--- src/design/lae_pkg.sv ---
`default_nettype none

package lae_pkg;

	localparam int CFG_BITS       = 32;
	localparam int SUS_BITS       = 16;
	localparam int OP_BITS        = 2;
	localparam int CFG_INDEX_BITS = 2;
	localparam int PHASE_BITS     = 3;

	localparam logic [OP_BITS-1:0] OP_START   = 2'd1;
	localparam logic [OP_BITS-1:0] OP_RELEASE = 2'd2;

	localparam logic [CFG_INDEX_BITS-1:0] CFG_ATTACK  = 2'd0;
	localparam logic [CFG_INDEX_BITS-1:0] CFG_DECAY   = 2'd1;
	localparam logic [CFG_INDEX_BITS-1:0] CFG_RELEASE = 2'd2;
	localparam logic [CFG_INDEX_BITS-1:0] CFG_SUSTAIN = 2'd3;

	localparam logic [CFG_BITS-1:0] ATTACK_RST  = 32'd4800;
	localparam logic [CFG_BITS-1:0] DECAY_RST   = 32'd9600;
	localparam logic [CFG_BITS-1:0] RELEASE_RST = 32'd24000;
	localparam logic [SUS_BITS-1:0] SUSTAIN_RST = 16'd49152;

	typedef enum logic [PHASE_BITS-1:0] {
		PH_IDLE    = 3'd0,
		PH_ATTACK  = 3'd1,
		PH_DECAY   = 3'd2,
		PH_SUSTAIN = 3'd3,
		PH_RELEASE = 3'd4
	} phase_t;

	typedef struct packed {
		logic accept;
		logic diff;
		logic eval;
		logic finish;
	} lae_cmd_t;

	typedef struct packed {
		logic div_done;
	} lae_sts_t;

endpackage

`default_nettype wire

--- src/design/lae_div.sv ---
`default_nettype none

// Computes floor(num * full / den) for num < den, one bit of full per cycle,
// most significant bit first.
module lae_div
	import lae_pkg::*;
#(
	parameter int LEVEL_BITS = 16
)
(
	input  logic                  clk,
	input  logic                  arst_n,
	input  logic                  start,
	input  logic [CFG_BITS-1:0]   num,
	input  logic [CFG_BITS-1:0]   den,
	input  logic [LEVEL_BITS-1:0] full,
	output logic [LEVEL_BITS-1:0] quo,
	output logic                  done
);

	localparam int CNT_BITS = $clog2(LEVEL_BITS + 1);
	localparam int RW       = CFG_BITS + 2;

	logic [CNT_BITS-1:0]   cnt_q;
	logic                  busy_q;
	logic                  done_q;
	logic [CFG_BITS-1:0]   num_q;
	logic [CFG_BITS-1:0]   den_q;
	logic [CFG_BITS-1:0]   rem_q;
	logic [LEVEL_BITS-1:0] full_q;
	logic [LEVEL_BITS-1:0] quo_q;

	logic [RW-1:0] acc;
	logic [RW-1:0] den1;
	logic [RW-1:0] den2;
	logic [RW-1:0] rem_w;
	logic [1:0]    digit;

	// The partial remainder stays below den, so after doubling and adding
	// num it is below three times den: the step digit is 0, 1 or 2.
	always_comb begin
		den1 = RW'(den_q);
		den2 = {1'b0, den_q, 1'b0};
		acc  = {1'b0, rem_q, 1'b0} + (full_q[LEVEL_BITS-1] ? RW'(num_q) : '0);
		priority if (acc >= den2) begin
			digit = 2'd2;
			rem_w = acc - den2;
		end else if (acc >= den1) begin
			digit = 2'd1;
			rem_w = acc - den1;
		end else begin
			digit = 2'd0;
			rem_w = acc;
		end
	end

	always_ff @(posedge clk or negedge arst_n) begin
		if (!arst_n) begin
			cnt_q  <= '0;
			busy_q <= 1'b0;
			done_q <= 1'b0;
		end else if (start) begin
			cnt_q  <= CNT_BITS'(LEVEL_BITS);
			busy_q <= 1'b1;
			done_q <= 1'b0;
		end else if (busy_q) begin
			cnt_q <= cnt_q - 1'b1;
			if (cnt_q == CNT_BITS'(1)) begin
				busy_q <= 1'b0;
				done_q <= 1'b1;
			end
		end else begin
			done_q <= 1'b0;
		end
	end

	always_ff @(posedge clk) begin
		if (start) begin
			num_q  <= num;
			den_q  <= den;
			full_q <= full;
			rem_q  <= '0;
			quo_q  <= '0;
		end else if (busy_q) begin
			rem_q  <= rem_w[CFG_BITS-1:0];
			full_q <= full_q << 1;
			quo_q  <= LEVEL_BITS'({quo_q, 1'b0} + (LEVEL_BITS + 1)'(digit));
		end
	end

	assign quo  = quo_q;
	assign done = done_q;

endmodule

`default_nettype wire

--- src/design/lae_dp.sv ---
`default_nettype none

module lae_dp
	import lae_pkg::*;
#(
	parameter int TIME_BITS  = 32,
	parameter int LEVEL_BITS = 16
)
(
	input  logic                      clk,
	input  logic                      arst_n,
	input  logic                      cfg_we,
	input  logic [CFG_INDEX_BITS-1:0] cfg_index,
	input  logic [CFG_BITS-1:0]       cfg_data,
	input  lae_cmd_t                  cmd,
	output lae_sts_t                  sts,
	input  logic [OP_BITS-1:0]        op,
	input  logic [TIME_BITS-1:0]      timestamp,
	output logic [LEVEL_BITS-1:0]     level,
	output logic [PHASE_BITS-1:0]     phase
);

	localparam int CW   = (TIME_BITS > CFG_BITS) ? TIME_BITS : CFG_BITS;
	localparam int SUMW = CW + 1;
	localparam int LSW  = (LEVEL_BITS > SUS_BITS) ? LEVEL_BITS : SUS_BITS;
	localparam logic [LEVEL_BITS-1:0] FULL = {LEVEL_BITS{1'b1}};

	typedef enum logic [1:0] {
		LV_BASE,
		LV_SUB,
		LV_QUO
	} lvl_mode_t;

	// Configuration.
	logic [CFG_BITS-1:0] attack_q;
	logic [CFG_BITS-1:0] decay_q;
	logic [CFG_BITS-1:0] release_q;
	logic [SUS_BITS-1:0] sustain_q;

	// Envelope state.
	phase_t                phase_q;
	logic [TIME_BITS-1:0]  note_start_q;
	logic [TIME_BITS-1:0]  rel_start_q;
	logic [LEVEL_BITS-1:0] rel_level_q;

	// Working registers of the current word.
	logic                  rel_pend_q;
	logic [TIME_BITS-1:0]  ts_q;
	logic [TIME_BITS-1:0]  e_q;
	logic [TIME_BITS-1:0]  r_q;
	logic [CFG_BITS:0]     ad_sum_q;
	lvl_mode_t             mode_q;
	logic [LEVEL_BITS-1:0] base_q;
	logic [LEVEL_BITS-1:0] out_level_q;
	phase_t                out_phase_q;

	logic [LEVEL_BITS-1:0] s_sat;
	logic [SUMW-1:0]       e_x;
	logic [SUMW-1:0]       atk_x;
	logic [SUMW-1:0]       d_x;
	logic                  e_lt_atk;
	logic                  e_lt_ad;
	logic                  r_lt_rel;
	phase_t                cand;
	phase_t                np;
	lvl_mode_t             mode;
	logic [LEVEL_BITS-1:0] base;
	logic [CFG_BITS-1:0]   div_num;
	logic [CFG_BITS-1:0]   div_den;
	logic [LEVEL_BITS-1:0] div_full;
	logic [LEVEL_BITS-1:0] quo;
	logic                  div_done;
	logic [LEVEL_BITS-1:0] lvl_now;

	always_comb begin
		if (LSW'(sustain_q) > LSW'(FULL)) begin
			s_sat = FULL;
		end else begin
			s_sat = LEVEL_BITS'(sustain_q);
		end
	end

	// Position of the note relative to the attack and decay boundaries.
	assign e_x      = SUMW'(e_q);
	assign atk_x    = SUMW'(attack_q);
	assign d_x      = e_x - atk_x;
	assign e_lt_atk = e_x < atk_x;
	assign e_lt_ad  = e_x < SUMW'(ad_sum_q);
	assign r_lt_rel = SUMW'(r_q) < SUMW'(release_q);

	always_comb begin
		if (e_lt_atk) begin
			cand = PH_ATTACK;
		end else if (e_lt_ad) begin
			cand = PH_DECAY;
		end else begin
			cand = PH_SUSTAIN;
		end
	end

	// The phase never steps back while the note is held, even when the
	// timestamp does.
	always_comb begin
		np       = PH_IDLE;
		mode     = LV_BASE;
		base     = '0;
		div_num  = '0;
		div_den  = attack_q;
		div_full = '0;
		unique case (phase_q)
			PH_ATTACK, PH_DECAY, PH_SUSTAIN: begin
				np = (cand > phase_q) ? cand : phase_q;
				priority if (np == PH_ATTACK) begin
					mode     = LV_QUO;
					div_num  = CFG_BITS'(e_q);
					div_den  = attack_q;
					div_full = FULL;
				end else if (np == PH_DECAY) begin
					if (cand == PH_ATTACK && decay_q == '0) begin
						base = s_sat;
					end else begin
						mode     = LV_SUB;
						base     = FULL;
						div_num  = (cand == PH_ATTACK) ? '0 : CFG_BITS'(d_x);
						div_den  = decay_q;
						div_full = FULL - s_sat;
					end
				end else begin
					base = s_sat;
				end
			end
			PH_RELEASE: begin
				if (r_lt_rel) begin
					np       = PH_RELEASE;
					mode     = LV_SUB;
					base     = rel_level_q;
					div_num  = CFG_BITS'(r_q);
					div_den  = release_q;
					div_full = rel_level_q;
				end
			end
			default: begin
				np = PH_IDLE;
			end
		endcase
	end

	lae_div #(
		.LEVEL_BITS(LEVEL_BITS)
	) u_div (
		.clk   (clk),
		.arst_n(arst_n),
		.start (cmd.eval),
		.num   (div_num),
		.den   (div_den),
		.full  (div_full),
		.quo   (quo),
		.done  (div_done)
	);

	always_comb begin
		unique case (mode_q)
			LV_QUO:  lvl_now = quo;
			LV_SUB:  lvl_now = base_q - quo;
			LV_BASE: lvl_now = base_q;
			default: lvl_now = base_q;
		endcase
	end

	always_ff @(posedge clk or negedge arst_n) begin
		if (!arst_n) begin
			attack_q  <= ATTACK_RST;
			decay_q   <= DECAY_RST;
			release_q <= RELEASE_RST;
			sustain_q <= SUSTAIN_RST;
		end else if (cfg_we) begin
			unique case (cfg_index)
				CFG_ATTACK:  attack_q  <= cfg_data;
				CFG_DECAY:   decay_q   <= cfg_data;
				CFG_RELEASE: release_q <= cfg_data;
				CFG_SUSTAIN: sustain_q <= cfg_data[SUS_BITS-1:0];
			endcase
		end
	end

	always_ff @(posedge clk or negedge arst_n) begin
		if (!arst_n) begin
			phase_q      <= PH_IDLE;
			note_start_q <= '0;
			rel_start_q  <= '0;
			rel_level_q  <= '0;
			rel_pend_q   <= 1'b0;
		end else begin
			priority if (cmd.accept) begin
				rel_pend_q <= (op == OP_RELEASE) && (phase_q != PH_IDLE);
				if (op == OP_START) begin
					note_start_q <= timestamp;
					phase_q      <= PH_ATTACK;
				end
			end else if (cmd.eval) begin
				phase_q <= np;
			end else if (cmd.finish) begin
				// A release latches the level just reached and restarts
				// its ramp from there.
				if (rel_pend_q && phase_q != PH_IDLE) begin
					rel_level_q <= lvl_now;
					rel_start_q <= ts_q;
					phase_q     <= (release_q == '0) ? PH_IDLE : PH_RELEASE;
				end
			end
		end
	end

	always_ff @(posedge clk) begin
		if (cmd.accept) begin
			ts_q <= timestamp;
		end
		if (cmd.diff) begin
			e_q      <= ts_q - note_start_q;
			r_q      <= ts_q - rel_start_q;
			ad_sum_q <= (CFG_BITS + 1)'(attack_q) + (CFG_BITS + 1)'(decay_q);
		end
		if (cmd.eval) begin
			mode_q <= mode;
			base_q <= base;
		end
		if (cmd.finish) begin
			if (rel_pend_q && phase_q != PH_IDLE) begin
				if (release_q == '0) begin
					out_level_q <= '0;
					out_phase_q <= PH_IDLE;
				end else begin
					out_level_q <= lvl_now;
					out_phase_q <= PH_RELEASE;
				end
			end else begin
				out_level_q <= lvl_now;
				out_phase_q <= phase_q;
			end
		end
	end

	assign sts.div_done = div_done;
	assign level        = out_level_q;
	assign phase        = out_phase_q;

endmodule

`default_nettype wire

--- src/design/lae_ctrl.sv ---
`default_nettype none

module lae_ctrl
	import lae_pkg::*;
(
	input  logic     clk,
	input  logic     arst_n,
	input  logic     s_tvalid,
	output logic     s_tready,
	output logic     m_tvalid,
	input  logic     m_tready,
	output lae_cmd_t cmd,
	input  lae_sts_t sts
);

	typedef enum logic [2:0] {
		ST_IDLE,
		ST_DIFF,
		ST_EVAL,
		ST_DIV,
		ST_DONE
	} state_t;

	state_t state_q;
	logic   ready_q;
	logic   m_valid_q;
	logic   slot_free;

	// The output register may be refilled in the cycle its word is taken.
	assign slot_free = !m_valid_q || m_tready;

	assign cmd.accept = ready_q && s_tvalid;
	assign cmd.diff   = (state_q == ST_DIFF);
	assign cmd.eval   = (state_q == ST_EVAL);
	assign cmd.finish = (state_q == ST_DONE) && slot_free;

	always_ff @(posedge clk or negedge arst_n) begin
		if (!arst_n) begin
			state_q   <= ST_IDLE;
			ready_q   <= 1'b1;
			m_valid_q <= 1'b0;
		end else begin
			if (cmd.finish) begin
				m_valid_q <= 1'b1;
			end else if (m_tready) begin
				m_valid_q <= 1'b0;
			end
			unique case (state_q)
				ST_IDLE: begin
					if (cmd.accept) begin
						state_q <= ST_DIFF;
						ready_q <= 1'b0;
					end
				end
				ST_DIFF: begin
					state_q <= ST_EVAL;
				end
				ST_EVAL: begin
					state_q <= ST_DIV;
				end
				ST_DIV: begin
					if (sts.div_done) begin
						state_q <= ST_DONE;
					end
				end
				ST_DONE: begin
					if (slot_free) begin
						state_q <= ST_IDLE;
						ready_q <= 1'b1;
					end
				end
				default: begin
					state_q <= ST_IDLE;
					ready_q <= 1'b1;
				end
			endcase
		end
	end

	assign s_tready = ready_q;
	assign m_tvalid = m_valid_q;

endmodule

`default_nettype wire

--- src/design/linear_adsr_envelope_top.sv ---
// Each input word is taken in idle, then passes the difference, evaluate, divide and done steps;
// the done step waits until the output register is free, then fills it. One word is worked on at a time.
// The ramp divider retires one level bit per cycle during the divide step.
// The input side reopens while a finished word still waits in the output register.
// Reset (arst_n low, asynchronous): phase idle, start times and release level zero,
// lengths and sustain level back to their defaults, no result pending.
`default_nettype none

module linear_adsr_envelope_top
	import lae_pkg::*;
#(
	parameter int TIME_BITS  = 32,
	parameter int LEVEL_BITS = 16
)
(
	input  logic                                      clk,
	input  logic                                      arst_n,
	input  logic                                      s_tvalid,
	output logic                                      s_tready,
	// op [1:0], timestamp [TIME_BITS+1:2], zero padding above
	input  logic [((OP_BITS+TIME_BITS+7)/8)*8-1:0]    s_tdata,
	output logic                                      m_tvalid,
	input  logic                                      m_tready,
	// level [LEVEL_BITS-1:0], phase [LEVEL_BITS+2:LEVEL_BITS], zero padding above
	output logic [((LEVEL_BITS+PHASE_BITS+7)/8)*8-1:0] m_tdata,
	input  logic                                      cfg_we,
	input  logic [CFG_INDEX_BITS-1:0]                 cfg_index,
	input  logic [CFG_BITS-1:0]                       cfg_data
);

	localparam int M_W = ((LEVEL_BITS + PHASE_BITS + 7) / 8) * 8;

	lae_cmd_t              cmd;
	lae_sts_t              sts;
	logic [LEVEL_BITS-1:0] level;
	logic [PHASE_BITS-1:0] phase;

	lae_ctrl u_ctrl (
		.clk     (clk),
		.arst_n  (arst_n),
		.s_tvalid(s_tvalid),
		.s_tready(s_tready),
		.m_tvalid(m_tvalid),
		.m_tready(m_tready),
		.cmd     (cmd),
		.sts     (sts)
	);

	lae_dp #(
		.TIME_BITS (TIME_BITS),
		.LEVEL_BITS(LEVEL_BITS)
	) u_dp (
		.clk      (clk),
		.arst_n   (arst_n),
		.cfg_we   (cfg_we),
		.cfg_index(cfg_index),
		.cfg_data (cfg_data),
		.cmd      (cmd),
		.sts      (sts),
		.op       (s_tdata[OP_BITS-1:0]),
		.timestamp(s_tdata[OP_BITS+TIME_BITS-1:OP_BITS]),
		.level    (level),
		.phase    (phase)
	);

	assign m_tdata = M_W'({phase, level});

endmodule

`default_nettype wire

--- config.mk ---
export PLATFORM = sky130hd
export DESIGN_NAME = linear_adsr_envelope_top
export DESIGN_NICKNAME = d
export VERILOG_FILES = /design/src/design/lae_pkg.sv /design/src/design/lae_div.sv /design/src/design/lae_dp.sv /design/src/design/lae_ctrl.sv /design/src/design/linear_adsr_envelope_top.sv
export SDC_FILE = /design/constraint.sdc
export NUM_CORES = 1
export LEC_CHECK = 0
export ABC_CLOCK_PERIOD_IN_PS = 10500
export BUFFER_PORTS_ARGS = -buffer_cell sky130_fd_sc_hd__clkbuf_2
export CORE_MARGIN = 2
export CORE_UTILIZATION = 52
export CTS_CLUSTER_SIZE = 10
export DETAILED_ROUTE_END_ITERATION = 12
export GPL_ROUTABILITY_DRIVEN = 0
export HOLD_SLACK_MARGIN = 0.15
export PLACE_DENSITY_LB_ADDON = 0.15
export SYNTH_ARGS = -nofsm -noshare
export SYNTH_HDL_FRONTEND = slang
export SYNTH_SLANG_ARGS = --single-unit
export TNS_END_PERCENT = 30
--- constraint.sdc ---
create_clock -name clk -period 10.5 [get_ports clk]
set_input_delay 0.525 -clock clk [delete_from_list [all_inputs] [get_ports clk]]
set_output_delay 0.525 -clock clk [all_outputs]
set_load 0.02 [all_outputs]
==> metrics.md <==
| Metric | Value |
|---|---|
| Status | `finished, final reports clean` |
| Fin Setup TNS | `0 ps` |
| Leak | `15.9 nW` |
| Clk pwr share | `0.147` |
| Worst slew margin | `0.181` |
| Reg clk slew, reported paths | `60 ps` |
| Min Clock Period, post-route | `around 7400 ps` |
| Worst EP required | `~11000 ps` |
| Die footprint | `about 65000 sq um` |
| Reg power frac | `0.246` |
| #FFs+latches synth | `around 500` |
| GR peak layer | `met2` |
| CTS Buffer Depth | `3` |
| Max capacitance violation total | `0` |
| Clock latency on the worst-skew pair | `between 600 and 700 ps` |
| Hold Path Class | `in2reg` |
| DRC Markers | `0` |
| Routed len/inst | `20.1 um` |
| CTS buffer count | `around 60` |
| Switching power | `about 0.0060 W` |
| Die Wd | `~260 um` |
| Vias | `roughly 26000` |
| Placed Area | `~34000 sq um` |
| NumNets Final | `around 3800` |
| FMAX | `135 MHz` |
| Tcrit/Tclk final | `0.703` |
| Post-synth EDFFs | `246` |
| Worst-margin pin slew | `around 1200 ps` |
| Internal power | `0.00727 W` |
| Fin. max-slew vios | `0` |
| Unrepaired setup endpoints after global routing | `false` |
| First-pass GRT wire length | `139000 um` |
| Average via count per standard cell | `roughly 6` |
| Mean Syn Cell Area | `9.92 sq um` |
| Fill cell count | `about 5400` |
| All-Layer GR Usage | `0.264` |
| Routed WL | `around 87000 um` |
| Placeable core area | `62900 sq um` |
| Ys Warns | `0` |
| Met2 track demand over resource | `0.420` |
| Io pins | `105` |
| Ant diodes | `0` |
| Clk sink count | `502` |
| Sequential area share after synthesis | `0.412` |
| Met3 Track Usage GR | `0.0340` |
| Pre-antenna DRT Iters | `5` |
| Std cell rows | `92` |
| Detailed Place HPWL | `between 60000 and 70000 um` |
| Syn Inst Count | `3321` |
| FF-to-FF setup slack | `3120 ps` |
| Setup bufs post-CTS | `0` |
| Logic gate share of total power | `0.606` |
| Setup Skew | `~30 ps` |
| Power Density | `365 nW/um^2` |
| I/O Buffers | `between 90 and 100` |
| Worst-path fanout max | `32` |
| Cell variety after synth | `86` |
| Crit path DAT | `roughly 8000 ps` |
| Initial drt markers | `around 2700` |
| Vias in the first global route | `approximately 26000` |
| CP max stage cell | `nor2b_1` |
| Element type at the critical path end | `flop` |
| Largest net degree at the start of global routing | `slightly below 90` |
| Final ANT Viol Nets | `0` |
| Layout cells sized above 1 | `0.113` |
| Total gr overflow | `0` |
| Final setup violation count | `0` |
| Initial antenna violation count | `1` |
| Ys flop type | `edfxtp_1` |
| Hold Fails Final Rpt | `0` |
| CTS tree | `built` |
| Syn-to-layout area delta | `10.8%` |
| Post-synth ARST share | `0.414` |
| Setup crit start kind | `flop` |
| Die Span Y | `256 um` |
| Max IR drop VDD | `approximately 0.00021 V` |
| Synthesized area | `between 30000 and 40000 sq um` |
| Switching share of total power | `0.454` |
| Met1 usage | `0.374` |
| Root Driver | `clkbuf_16` |
| Initial Util | `0.524` |
| Crit-path max cell delay | `around 840 ps` |
| WS Path Type | `reg2reg` |
| H-Tree Depth | `2` |
| Design area | `36500 sq um` |
## registers in the layout, indices dropped and copies added (netlist names), 32 cells and up
name,count
u_dp.decay_q,32
u_dp.rel_start_q,32
u_dp.u_div.den_q,32
u_dp.ts_q,32
u_dp.attack_q,32
u_dp.r_q,32
u_dp.note_start_q,32
u_dp.ad_sum_q,33
u_dp.release_q,32
u_dp.e_q,32
u_dp.u_div.num_q,32
u_dp.u_div.rem_q,32
## power by group through the flow
stage | combinational [W] | clock [W] | sequential [W]
after floorplan | 0.00610 | 0 | 0.00314
after global placement | 0.00763 | 0 | 0.00328
after detailed placement | 0.00784 | 0 | 0.00330
after CTS | 0.00793 | 0.00200 | 0.00327
after global routing | 0.00892 | 0.00208 | 0.00333
final | 0.00807 | 0.00196 | 0.00328
## layer usage
layer,part of all wire,vias to the layer above
li1,-,12472
met1,0.46,12550
met2,0.45,924
met3,0.062,154
met4,0.030,2
met5,0.00016,-
## Yosys cell counts (19+ instances only)
cell,count,area share
ha_1,306,0.12
inv_1,295,0.034
a21oi_1,248,0.038
edfxtp_1,246,0.22
nor2_1,209,0.024
o21ai_0,204,0.031
dfrtp_1,190,0.14
nand2_1,181,0.021
mux2_2,148,0.051
xnor2_1,140,0.037
a21o_1,115,0.026
a221o_1,91,0.028
nor3_1,90,0.014
clkbuf_1,85,0.0097
xor2_1,63,0.017
nand3_1,52,0.0079
dfxtp_1,48,0.029
and2_1,41,0.0078
o21a_1,39,0.0089
nor2b_1,38,0.0072
nand2b_1,32,0.0061
nand4_1,32,0.0061
o21bai_1,30,0.0068
a211oi_1,29,0.0066
nor4_1,29,0.0055
a22oi_1,27,0.0062
a31oi_1,25,0.0047
and3_1,25,0.0047
o221ai_1,21,0.0056
or2_2,19,0.0036
## logic make-up (layout without fill, tap and decap cells)
logic type | count (synthesis) | after routing | synth area share
AO/OA/AOI/OAI | 955 | 955 | 0.195
AND/OR/NAND/NOR | 790 | 790 | 0.117
flip-flops | 502 | 502 | 0.412
buffers and inverters | 398 | 558 | 0.0468
adder cells (fa/ha/maj) | 314 | 314 | 0.121
XOR/XNOR | 203 | 203 | 0.0540
multiplexers | 158 | 158 | 0.0536
other | 1 | 5 | 0.000114
## path summary, 6_finish.rpt
| kind | from | to | cells after the start |
|---|---|---|---|
| min | cfg_data[26] | u_dp.attack_q[26] | 3 |
| min in group asynchronous | arst_n | u_dp.note_start_q[2] | 2 |
| max in group asynchronous | arst_n | u_dp.release_q[26] | 4 |
| max | u_dp.u_div.full_q[15] | u_dp.u_div.rem_q[14] | 26 |
| min reg2reg | u_dp.note_start_q[8] | u_dp.note_start_q[8] | 1 |
| max reg2reg | u_dp.u_div.full_q[15] | u_dp.u_div.rem_q[14] | 26 |
## cells in the final DEF, fill, tap and decap left out, types with 30 or more instances in the layout
| cell | n |
|---|---|
| nand4_1 | 32 |
| nand2_1 | 181 |
| clkbuf_1 | 37 |
| a21o_1 | 115 |
| a21oi_1 | 247 |
| nor2b_1 | 38 |
| nor2_1 | 207 |
| o21bai_1 | 30 |
| o21a_1 | 39 |
| edfxtp_1 | 246 |
| ha_1 | 306 |
| nor3_1 | 88 |
| dfxtp_1 | 48 |
| mux2_2 | 148 |
| inv_1 | 294 |
| dfrtp_1 | 190 |
| xnor2_1 | 140 |
| clkbuf_16 | 60 |
| a221o_1 | 91 |
| o21ai_0 | 204 |
| dlygate4sd3_1 | 38 |
| and2_1 | 41 |
| xor2_1 | 63 |
| nand2b_1 | 32 |
| clkbuf_2 | 92 |
| nand3_1 | 50 |
## layout make-up
cell class | instances | area, sq um | share of cell area
multi-input combinational | 2425 | 17900 | 0.490
sequential | 502 | 13600 | 0.372
clock buffer | 104 | 1740 | 0.0476
inverter | 295 | 1110 | 0.0304
tap | 846 | 1060 | 0.0290
timing repair buffer | 151 | 1010 | 0.0276
clock inverter | 8 | 104 | 0.00285
## worst max-delay path: cells and delay by family, from the launching register on
kind	cells	cell delay, ps
adders and majority gates	3	1040
AOI/OAI and AO/OA	12	2510
buffers and inverters	1	210
xor gates and xnor gates	1	240
and+or+nand+nor	9	2620
DFF	1	680
## repair_timing
action / in CTS / in global routing
hold endpoints to repair: 148 / 0
gates resized for setup: 0 / 0
hold buffers: 38 / 0
## stage by stage
step	utilization	setup WS [ps]	cells	total power [W]	hold slack (ps)
3_5_place_dp	0.545	3140	4181	0.0111	485
3_3_place_gp	0.545	3360	4181	0.0109	471
5_1_grt	0.580	2460	4331	0.0143	182
4_1_cts	0.580	3110	4331	0.0132	154
6_report	0.580	3120	4331	0.0133	189
2_1_floorplan	-	4660	3325	0.00923	229
No activity file was read; power rests on OpenSTA's default activity.
